==> config.mk <==
export PLATFORM = sky130hd
export DESIGN_NAME = crlf_line_framer_four_slot_core_flat
export DESIGN_NICKNAME = d
export VERILOG_FILES = /design/src/design/clf4_pkg.sv /design/src/design/clf4_in_if.sv /design/src/design/clf4_out_if.sv /design/src/design/clf4_ram.sv /design/src/design/clf4_ctrl.sv /design/src/design/clf4_dp.sv /design/src/design/crlf_line_framer_four_slot_core.sv /design/src/flat_wrapper.sv
export SDC_FILE = /design/constraint.sdc
export NUM_CORES = 2
export LEC_CHECK = 0
export ABC_AREA = 1
export BUFFER_PORTS_ARGS = -buffer_cell sky130_fd_sc_hd__buf_2
export CORE_MARGIN = 10
export CORE_UTILIZATION = 40
export CTS_CLUSTER_DIAMETER = 80
export DETAILED_ROUTE_END_ITERATION = 8
export HOLD_SLACK_MARGIN = 0.05
export PLACE_DENSITY = 0.51
export SYNTH_ARGS = -nofsm -noshare
export SYNTH_HDL_FRONTEND = slang
export SYNTH_SLANG_ARGS = --single-unit
==> constraint.sdc <==
create_clock -name clk -period 10.66 [get_ports clk]
set_input_delay 2.132 -clock clk [delete_from_list [all_inputs] [get_ports clk]]
set_output_delay 2.132 -clock clk [all_outputs]
set_load 0.02 [all_outputs]
==> src/design/clf4_pkg.sv <==
// Shared types and constants for the CR LF line framer with four line slots.
`default_nettype none

package clf4_pkg;

  localparam int SLOT_COUNT = 4;
  localparam int SLOT_W     = 2;

  localparam logic [7:0] BYTE_LF = 8'h0A;
  localparam logic [7:0] BYTE_CR = 8'h0D;

  localparam logic KIND_BYTE = 1'b0;
  localparam logic KIND_READ = 1'b1;

  typedef enum logic [2:0] {
    ST_IDLE,
    ST_COPY,
    ST_COPY_END,
    ST_RD_ADDR,
    ST_RD_WAIT,
    ST_RD_NONE
  } state_t;

  typedef struct packed {
    logic req_ready;
    logic copy_step;
    logic rd_issue;
    logic rd_load;
    logic none_load;
  } cmd_t;

  typedef struct packed {
    logic req_valid;
    logic req_read;
    logic commit;
    logic any_ready;
    logic copy_last;
    logic rd_last;
    logic out_free;
  } sts_t;

endpackage

`default_nettype wire

==> src/design/clf4_in_if.sv <==
// Request channel: received bytes and line read requests.
`default_nettype none

interface clf4_in_if;
  logic       valid;
  logic       ready;
  logic       kind;
  logic [7:0] rx_byte;

  modport source (output valid, output kind, output rx_byte, input ready);
  modport sink (input valid, input kind, input rx_byte, output ready);
endinterface

`default_nettype wire

==> src/design/clf4_out_if.sv <==
// Response channel: bytes of a returned line.
`default_nettype none

interface clf4_out_if;
  logic       valid;
  logic       ready;
  logic       line_ready;
  logic [1:0] slot_index;
  logic [7:0] out_byte;
  logic       last;

  modport source (output valid, output line_ready, output slot_index, output out_byte,
                  output last, input ready);
  modport sink (input valid, input line_ready, input slot_index, input out_byte,
                input last, output ready);
endinterface

`default_nettype wire

==> src/design/clf4_ram.sv <==
// Generic simple dual-port RAM with registered read.
`default_nettype none

module clf4_ram #(
  parameter int WIDTH = 8,
  parameter int DEPTH = 64
) (
  input  logic                     clk,
  input  logic                     we,
  input  logic [$clog2(DEPTH)-1:0] waddr,
  input  logic [WIDTH-1:0]         wdata,
  input  logic                     re,
  input  logic [$clog2(DEPTH)-1:0] raddr,
  output logic [WIDTH-1:0]         rdata
);

  logic [WIDTH-1:0] mem [DEPTH];

  always_ff @(posedge clk) begin
    if (we) begin
      mem[waddr] <= wdata;
    end
    if (re) begin
      rdata <= mem[raddr];
    end
  end

endmodule

`default_nettype wire

==> src/design/clf4_ctrl.sv <==
// Controller state machine: sequences byte intake, line commit copy and line reads.
`default_nettype none

module clf4_ctrl (
  input  logic          clk,
  input  logic          rst,
  input  clf4_pkg::sts_t sts,
  output clf4_pkg::cmd_t cmd
);

  import clf4_pkg::*;

  state_t state;
  state_t state_next;

  always_ff @(posedge clk) begin
    if (rst) begin
      state <= ST_IDLE;
    end else begin
      state <= state_next;
    end
  end

  always_comb begin
    state_next = state;
    unique case (state)
      ST_IDLE: begin
        if (sts.req_valid) begin
          if (sts.req_read) begin
            state_next = sts.any_ready ? ST_RD_ADDR : ST_RD_NONE;
          end else if (sts.commit) begin
            state_next = ST_COPY;
          end
        end
      end
      ST_COPY: begin
        if (sts.copy_last) begin
          state_next = ST_COPY_END;
        end
      end
      ST_COPY_END: state_next = ST_IDLE;
      ST_RD_ADDR:  state_next = ST_RD_WAIT;
      ST_RD_WAIT: begin
        if (sts.out_free) begin
          state_next = sts.rd_last ? ST_IDLE : ST_RD_ADDR;
        end
      end
      ST_RD_NONE: begin
        if (sts.out_free) begin
          state_next = ST_IDLE;
        end
      end
      default: state_next = ST_IDLE;
    endcase
  end

  always_comb begin
    cmd = '0;
    unique case (state)
      ST_IDLE:     cmd.req_ready = 1'b1;
      ST_COPY:     cmd.copy_step = 1'b1;
      ST_COPY_END: cmd = '0;
      ST_RD_ADDR:  cmd.rd_issue = 1'b1;
      ST_RD_WAIT:  cmd.rd_load = sts.out_free;
      ST_RD_NONE:  cmd.none_load = sts.out_free;
      default:     cmd = '0;
    endcase
  end

endmodule

`default_nettype wire

==> src/design/clf4_dp.sv <==
// Datapath: line buffer, slot store, slot bookkeeping and output register.
`default_nettype none

module clf4_dp #(
  parameter int LINE_BYTES = 64
) (
  input  logic           clk,
  input  logic           rst,
  input  clf4_pkg::cmd_t cmd,
  output clf4_pkg::sts_t sts,
  input  logic           req_valid,
  input  logic           req_kind,
  input  logic [7:0]     req_byte,
  output logic           out_valid,
  input  logic           out_ready,
  output logic           out_line_ready,
  output logic [1:0]     out_slot_index,
  output logic [7:0]     out_byte,
  output logic           out_last
);

  import clf4_pkg::*;

  localparam int IDX_W = $clog2(LINE_BYTES);
  localparam int CNT_W = $clog2(LINE_BYTES + 1);
  localparam int SA_W  = IDX_W + SLOT_W;
  localparam int SLOT_DEPTH = SLOT_COUNT << IDX_W;
  localparam logic [CNT_W-1:0] FULL = CNT_W'(LINE_BYTES);

  logic [CNT_W-1:0]  fill;
  logic [7:0]        prev;
  logic [CNT_W-1:0]  slot_len [SLOT_COUNT];
  logic [SLOT_COUNT-1:0] slot_rdy;
  logic [SLOT_W-1:0] next_slot;
  logic [IDX_W-1:0]  idx;
  logic [CNT_W-1:0]  copy_len;
  logic [SLOT_W-1:0] copy_slot;
  logic [CNT_W-1:0]  rd_len;
  logic [SLOT_W-1:0] rd_slot;
  logic              wr_pend;
  logic [IDX_W-1:0]  wr_idx;

  logic              accept;
  logic              acc_byte;
  logic              acc_read;
  logic              room;
  logic [CNT_W-1:0]  fill_next;
  logic [SLOT_W-1:0] sel;
  logic [7:0]        line_rdata;
  logic [7:0]        slot_rdata;
  logic [CNT_W-1:0]  idx_inc;

  assign accept    = req_valid && cmd.req_ready;
  assign acc_byte  = accept && (req_kind == KIND_BYTE);
  assign acc_read  = accept && (req_kind == KIND_READ);
  assign room      = (fill < FULL);
  assign fill_next = room ? fill + CNT_W'(1) : fill;
  assign idx_inc   = CNT_W'(idx) + CNT_W'(1);

  always_comb begin
    sel = '0;
    for (int s = SLOT_COUNT - 1; s >= 0; s--) begin
      if (slot_rdy[s]) begin
        sel = SLOT_W'(s);
      end
    end
  end

  always_comb begin
    sts.req_valid = req_valid;
    sts.req_read  = (req_kind == KIND_READ);
    sts.commit    = (req_kind == KIND_BYTE) && (req_byte == BYTE_LF) && (prev == BYTE_CR);
    sts.any_ready = |slot_rdy;
    sts.copy_last = (idx_inc == copy_len);
    sts.rd_last   = (idx_inc == rd_len);
    sts.out_free  = !out_valid || out_ready;
  end

  clf4_ram #(
    .WIDTH (8),
    .DEPTH (LINE_BYTES)
  ) u_line_ram (
    .clk   (clk),
    .we    (acc_byte && room),
    .waddr (fill[IDX_W-1:0]),
    .wdata (req_byte),
    .re    (cmd.copy_step),
    .raddr (idx),
    .rdata (line_rdata)
  );

  clf4_ram #(
    .WIDTH (8),
    .DEPTH (SLOT_DEPTH)
  ) u_slot_ram (
    .clk   (clk),
    .we    (wr_pend),
    .waddr (SA_W'({copy_slot, wr_idx})),
    .wdata (line_rdata),
    .re    (cmd.rd_issue),
    .raddr (SA_W'({rd_slot, idx})),
    .rdata (slot_rdata)
  );

  always_ff @(posedge clk) begin
    if (rst) begin
      fill      <= '0;
      prev      <= '0;
      slot_rdy  <= '0;
      next_slot <= '0;
      wr_pend   <= 1'b0;
      for (int s = 0; s < SLOT_COUNT; s++) begin
        slot_len[s] <= '0;
      end
    end else begin
      wr_pend <= cmd.copy_step;
      if (acc_byte) begin
        prev <= req_byte;
        if (sts.commit) begin
          fill                <= '0;
          slot_len[next_slot] <= fill_next;
          slot_rdy[next_slot] <= 1'b1;
          next_slot           <= next_slot + SLOT_W'(1);
        end else begin
          fill <= fill_next;
        end
      end
      if (acc_read && sts.any_ready) begin
        slot_rdy[sel] <= 1'b0;
      end
    end
  end

  always_ff @(posedge clk) begin
    wr_idx <= idx;
    if (acc_byte && sts.commit) begin
      copy_len  <= fill_next;
      copy_slot <= next_slot;
      idx       <= '0;
    end
    if (acc_read) begin
      rd_len  <= slot_len[sel];
      rd_slot <= sel;
      idx     <= '0;
    end
    if (cmd.copy_step || cmd.rd_load) begin
      idx <= idx + IDX_W'(1);
    end
  end

  always_ff @(posedge clk) begin
    if (rst) begin
      out_valid <= 1'b0;
    end else if (cmd.rd_load || cmd.none_load) begin
      out_valid <= 1'b1;
    end else if (out_ready) begin
      out_valid <= 1'b0;
    end
  end

  always_ff @(posedge clk) begin
    if (cmd.rd_load) begin
      out_line_ready <= 1'b1;
      out_slot_index <= rd_slot;
      out_byte       <= slot_rdata;
      out_last       <= sts.rd_last;
    end else if (cmd.none_load) begin
      out_line_ready <= 1'b0;
      out_slot_index <= '0;
      out_byte       <= '0;
      out_last       <= 1'b1;
    end
  end

endmodule

`default_nettype wire

==> src/design/crlf_line_framer_four_slot_core.sv <==
// Top level of the CR LF line framer with four round-robin line slots.
//
//   channel | dir | beat contents
//   --------+-----+-------------------------------------------------
//   req     | in  | kind (0 byte, 1 read), rx_byte
//   rsp     | out | line_ready, slot_index, out_byte, last
//
// A received byte is written to the line buffer while it has room; a CR LF commit then copies the line into its
// slot at one byte per cycle.
// A read fetches each byte from the slot store before it loads the rsp beat; one beat if empty.
// rst is synchronous; no clearing pass is needed after reset.
// A stalled rsp holds the current beat; req is not taken during a copy or a read.
`default_nettype none

module crlf_line_framer_four_slot_core #(
  parameter int LINE_BYTES = 64
) (
  input logic       clk,
  input logic       rst,
  clf4_in_if.sink   req,
  clf4_out_if.source rsp
);

  import clf4_pkg::*;

  cmd_t cmd;
  sts_t sts;

  assign req.ready = cmd.req_ready;

  clf4_ctrl u_ctrl (
    .clk (clk),
    .rst (rst),
    .sts (sts),
    .cmd (cmd)
  );

  clf4_dp #(
    .LINE_BYTES (LINE_BYTES)
  ) u_dp (
    .clk            (clk),
    .rst            (rst),
    .cmd            (cmd),
    .sts            (sts),
    .req_valid      (req.valid),
    .req_kind       (req.kind),
    .req_byte       (req.rx_byte),
    .out_valid      (rsp.valid),
    .out_ready      (rsp.ready),
    .out_line_ready (rsp.line_ready),
    .out_slot_index (rsp.slot_index),
    .out_byte       (rsp.out_byte),
    .out_last       (rsp.last)
  );

endmodule

`default_nettype wire

==> src/flat_wrapper.sv <==
// flat-port wrapper written by rule: the top's interface ports become plain ports
module crlf_line_framer_four_slot_core_flat import clf4_pkg::*;
#(
  parameter int LINE_BYTES = 64
)
  (clk, rst, req_valid, req_kind, req_rx_byte, req_ready, rsp_valid, rsp_line_ready, rsp_slot_index, rsp_out_byte, rsp_last, rsp_ready);
  clf4_in_if req_i ();
  clf4_out_if rsp_i ();
  input logic clk;
  input logic rst;
  input wire logic [$bits(req_i.valid)-1:0] req_valid;
  input wire logic [$bits(req_i.kind)-1:0] req_kind;
  input wire logic [$bits(req_i.rx_byte)-1:0] req_rx_byte;
  output wire logic [$bits(req_i.ready)-1:0] req_ready;
  output wire logic [$bits(rsp_i.valid)-1:0] rsp_valid;
  output wire logic [$bits(rsp_i.line_ready)-1:0] rsp_line_ready;
  output wire logic [$bits(rsp_i.slot_index)-1:0] rsp_slot_index;
  output wire logic [$bits(rsp_i.out_byte)-1:0] rsp_out_byte;
  output wire logic [$bits(rsp_i.last)-1:0] rsp_last;
  input wire logic [$bits(rsp_i.ready)-1:0] rsp_ready;
  assign req_i.valid = req_valid;
  assign req_i.kind = req_kind;
  assign req_i.rx_byte = req_rx_byte;
  assign req_ready = req_i.ready;
  assign rsp_valid = rsp_i.valid;
  assign rsp_line_ready = rsp_i.line_ready;
  assign rsp_slot_index = rsp_i.slot_index;
  assign rsp_out_byte = rsp_i.out_byte;
  assign rsp_last = rsp_i.last;
  assign rsp_i.ready = rsp_ready;
  crlf_line_framer_four_slot_core #(.LINE_BYTES(LINE_BYTES)) u_core (.clk(clk), .rst(rst), .req(req_i), .rsp(rsp_i));
endmodule
## Yosys cells after proc, flatten, opt, wreduce, memory -nomap -nowiden

Memory sizes are Yosys's and may differ from the RTL's. A register that Yosys moved wholly into a read port is not among the register bits.
Index checks and enable logic that the tools add are counted.

| storage, ports and cells | value |
|---|---|
| latch bits | 0 |
| input bits | 13 |
| RAM bits | 2588 |
| memory bits (read-only) | 0 |
| flip-flop bits (word level) | 61 |
| word-level logic and storage cells | 119 |
| memories | 3 |
| output and inout bits | 14 |

| cells by class | value |
|---|---|
| muxes and demuxes | 52 |
| $add $sub $neg | 4 |
| multipliers | 0 |
| reduce and logical (&&, ||, !) cells | 22 |
| $lt $le $gt $ge | 5 |
| equal/unequal tests | 13 |
| divide/modulo/power cells | 0 |
| bitwise gates (word level) | 4 |
| shift-type cells | 0 |

Memories:

| name | words | width | rd ports | clocked after memory_dff | write ports | RTL line | source |
|---|---|---|---|---|---|---|---|
| u_core.u_dp.u_slot_ram.mem | 256 | 8 | 1 | 1 | 1 | clf4_ram.sv:17 | `logic [WIDTH-1:0] mem [DEPTH];` |
| u_core.u_dp.u_line_ram.mem | 64 | 8 | 1 | 1 | 1 | clf4_ram.sv:17 |  |
| u_core.u_dp.slot_len | 4 | 7 | 1 | 1 | 4 | clf4_dp.sv:32 | `logic [CNT_W-1:0] slot_len [SLOT_COUNT];` |

Operators by type and width:

| cell | number |
|---|---|
| $mux 1 | 22 |
| $mux 3 | 7 |
| $mux 7 | 3 |
| $mux 6 | 3 |
| $eq 8x4->1 const B | 2 |
| $mux 2 | 8 |
| $mux 4 | 4 |
| $mux 8 | 2 |
| $pmux 3 s5 | 1 |
| $eq 7x7->1 | 2 |
| $logic_and 1x1->1 | 10 |
| $add 6x1->7 const B | 1 |
| $add 7x1->7 const B | 1 |
| $lt 7x7->1 const B | 1 |
| $reduce_or 7->1 | 1 |
| $add 6x1->6 const B | 1 |
| $eq 3x3->1 const B | 2 |
| $lt 2x3->1 const B | 2 |
| $ne 2x2->1 const B | 3 |
| $reduce_and 5->1 | 1 |
| $and 4x4->4 | 1 |
| $demux 1 s2 | 2 |
| $ge 2x1->1 const B | 2 |
| $not 4->4 | 1 |
| 14 further kinds | 17 |

## Logic depth before layout (Yosys ltp)

| logic depth | value |
|---|---|
| word-level depth | 11 |
| depth in mapped cells | 15 |
| mapped depth without buffers | 13 |

## Hierarchy

A second synthesis with hierarchy kept.

| second synthesis, totals | value |
|---|---|
| cell total of the unflattened synthesis | 9301 |
| area total of the unflattened synthesis | 109359.9 um^2 |

Modules (own cells, without submodules):

| module | times used | area each (um^2) | cells each | sequential area each (um^2) |
|---|---|---|---|---|
| clf4_ram at u_core.u_dp.u_slot_ram | 1 | 83476.3 | 7003 | 61739.2 |
| clf4_ram at u_core.u_dp.u_line_ram | 1 | 21419.3 | 1805 | 15615.0 |
| clf4_dp | 1 | 4210.3 | 447 | 2492.4 |
| clf4_ctrl | 1 | 254.0 | 46 | 60.1 |

## Least setup slack after synthesis

Ideal clock, no wire load.

| timing path | value |
|---|---|
| kind | register -> register |
| start | reg u_core.u_dp.u_line_ram.rdata[0] (read register of u_core.u_dp.u_line_ram.mem) |
| end | mem u_core.u_dp.u_slot_ram.mem[0][0] (data pin) |
| cell stages (with the launch flop) | 1 |
| path buffers | 0 |
| path slack | 6.614 ns |
| clock period less this slack | 4.046 ns |
| required time | 9.843 ns |
| library setup time | 0.817 ns |
| arrival time | 3.228 ns |
| cell sequence | edfxtp_1 |

RTL lines:

| element | RTL line | source |
|---|---|---|
| start, declared | clf4_ram.sv:14 | `output logic [WIDTH-1:0] rdata` |
| end, declared | clf4_ram.sv:17 |  |

Straight into the memory's write port.

==> reports/metrics.cfg <==
[global_routing]
antenna_found_initial = 8
grt_start_max_net_pins = 227
grt_pass1_vias = 68100
grt_overflow = 0
grtUsageTotal_pct = 20.6
grt_pass1_wl_mm = 460

[floorplanning]
die_w_um = 542
core.rowCount = 191
die_h_um = 542
start_util_pct = 40.2
coreArea_um2 = 271000
dieArea_um2 = 294000
ios = 27

[clocking]
clkSinkCount = 2672
holdBufCountCts = 0
cts.repair.resized = 0
cts_tree = yes
post-cts-setup-buffers = 0
clk_latency_ns = 0.87
root_buffer = clkbuf_16
ctsHtreeMaxLevel = 5
cts_buffer_depth = 4
cts_buffers = 296
clkTransAtPathRegs_ns = 0.06

[layout]
final_common_cell = edfxtp_1
seqCellArea_um2 = 79900
nNetsFinal = 8915
synthToLayoutAreaGrowth_pct = 10.3
finish.instance_area_um2 = 120000
final_cell_mix = edfxtp_1, nand2_1, nand3_1
multi_input_area_um2 = 25100
fillCellCount = 25000
drive_above_1_share_pct = 6.22

[detailed_routing]
avgViaCountPerCell = 5.50
drtIter0Drc = 7364
route.detailed.drc = 0
ant_nets = 0
post_drt_wl_per_cell_um = 24.7
via_count = 69800
finalWirelength_mm = 314
drt_pass1_iterations = 6

[timing]
drv_slew = 0
setup_viol = 0
fin_crit_ns = 5.18
timing.slew.headroom_pct = 13.6
grt_setup_unrepaired = no
post-route-period-util_pct = 48.6
fin_tns_setup_ns = 0
max_slew.worst_pin.slew_ns = 1.29
hold_slack_ns = 0.460
clock_skew_ns = 0.0502
final-hold-violation-count = 0
max_freq_ghz = 0.193

[power_and_ir_drop]
power.share.switching_pct = 36.4
combPwrFrac_pct = 30.4
p_switching_w = 0.0117
cellPowerDensity_nw_per_um2 = 267
clkPwrFrac_pct = 30.5
power_leakage_nw = 40.6
pwr-share-seq_pct = 39.1
p_total_w = 0.0321
peakVddDrop_uv = 302
p_int_w = 0.0204

[synth]
synthSimpleGateAreaFrac_pct = 20.6
yosysWarnings = 0
ys.flop_type = edfxtp_1
yosysTopAreaCell = edfxtp_1
synth_compound_area_share_pct = 2.26
async_flop_share_pct = 0
synth_seq_cells = 2672
synth_top_family_by_area = simple AND/OR/NAND/NOR gates
syn_nets = 9094
synth_xor_area_share_pct = 0.0885
synth.top_cell.area_share_pct = 72.8
synth_cell_types = 39
synth-edff-count = 2639
synth.top_cells.by_area = edfxtp_1, nand3_1, nand2_1
synthMuxAreaShare_pct = 0
yosysSeqAreaShare_pct = 73.4
synthAdderAreaFrac_pct = 0.0689
synth_cells = 9075
synth_area_per_cell_um2 = 12.0
synth_area_um2 = 109000

[min_path]
holdCritPathClass = reg -> reg

[outcome]
outcome = finished, final reports clean

[critical_path]
critical_path_peak_fanout = 226
critPathLaunchType = flop
worst_ep_arrival_time_ns = 5.77
required_ns = 11.25
path_class = reg -> reg
end_kind = flop

[placement]
gp_congestion = 0.835
place_area_um2 = 111000
port_buffers = 26
dp_hpwl_mm = 171

[flow_run]
drv_cap = 0

-- per-layer routing --
layer	wire length, µm	global-route usage, %	share of wire [%]
met1	137000	28.9	44
met3	21000	3.60	6.7
met4	7950	5.23	2.5
met2	147000	33.4	47
met5	88	0	0.028
-- worst max-delay path, cell delays in order, from the launching register on --
cell,delay (ns)
edfxtp_1,0.45
buf_4,0.38
buf_12,0.58
buf_4,0.85
buf_4,0.82
nand3_1,0.14
nand3_1,0.12
nand3_1,0.17
nand3_1,0.23
nand3_1,0.17
nand3_1,0.14
nand2_1,0.15
nand2_1,0.09
nand2_1,0.06
-- cell families after synthesis --
kind of cell / Yosys count
adders and majority gates: 6
xor gates and xnor gates: 11
DFF: 2672
buffers and inverters: 708
and+or+nand+nor: 5226
AOI/OAI and AO/OA: 452
-- synth_stat cells, types with 2 or more instances --
library cell,n
nand2_1,2351
xnor2_1,2
o21ai_0,277
a21oi_1,25
nand3_2,2
nand2_2,3
nor3_2,2
nor3_1,7
inv_2,3
o22ai_1,129
buf_4,40
and2_1,4
o21ai_1,8
nand3b_1,9
nor2_1,702
o31ai_1,3
buf_2,293
clkinv_1,6
inv_1,91
clkbuf_1,118
buf_1,52
dfxtp_1,33
nand4_1,7
xor2_1,9
o211ai_1,5
nand3_1,2135
nor2_4,2
buf_6,101
edfxtp_1,2639
buf_8,3
ha_1,6
-- metrics by stage --
step	instances	util (%)	worst slack (ns)
2_1_floorplan	9075	-	6.61
3_3_place_gp	12200	41.0	5.29
3_5_place_dp	12200	41.0	5.20
4_1_cts	12700	44.3	5.62
5_1_grt	12700	44.3	5.23
6_report	12700	44.4	5.48
-- final timing paths --
path | to | slack, ns | depth (start not counted) | from
worst max-delay path | u_core.u_dp.u_slot_ram.rdata[3]$_DFFE_PP_ | 5.48 | 13 | u_core.u_dp.idx[1]$_SDFFCE_PN0P_
worst min-delay path | u_core.u_dp.out_line_ready$_SDFFE_PP1P_ | 0.46 | 2 | u_core.u_dp.out_line_ready$_SDFFE_PP1P_
worst max register to register | u_core.u_dp.u_slot_ram.rdata[3]$_DFFE_PP_ | 5.48 | 13 | u_core.u_dp.idx[1]$_SDFFCE_PN0P_
worst min register to register | u_core.u_dp.out_line_ready$_SDFFE_PP1P_ | 0.46 | 2 | u_core.u_dp.out_line_ready$_SDFFE_PP1P_
-- state kept, by name (all words and copies together) (netlist names), 3 cells and up --
register                      count
u_core.u_dp.u_slot_ram.mem     2048
u_core.u_dp.u_line_ram.mem      512
u_core.u_dp.slot_len             28
u_core.u_dp.out_byte              8
u_core.u_dp.prev                  8
u_core.u_dp.u_line_ram.rdata      8
u_core.u_dp.u_slot_ram.rdata      8
u_core.u_dp.copy_len              7
u_core.u_dp.fill                  7
u_core.u_dp.rd_len                7
u_core.u_dp.idx                   6
u_core.u_dp.wr_idx                6
u_core.u_dp.slot_rdy              4
u_core.u_ctrl.state               3
-- power groups by stage --
stage | registers [W] | clock network, W | logic, W
floorplan | 0.0133 | 0 | 0.00609
global placement | 0.0128 | 0 | 0.00970
detailed placement | 0.0128 | 0 | 0.00976
CTS | 0.0125 | 0.00999 | 0.00978
global route | 0.0125 | 0.0104 | 0.0107
finish | 0.0125 | 0.00980 | 0.00975
-- final cells by class --
type                    count  share of cell area [%]
clock inverters           152                   0.956
repair buffers            130                   0.935
well taps                3570                    3.72
diodes                      4                 0.00833
clock buffers             376                    6.68
flip-flops and latches   2672                    66.5
inverters                 101                   0.348
multi-input cells        5695                    20.9
Note: power is estimated with default switching activity, not from simulation.
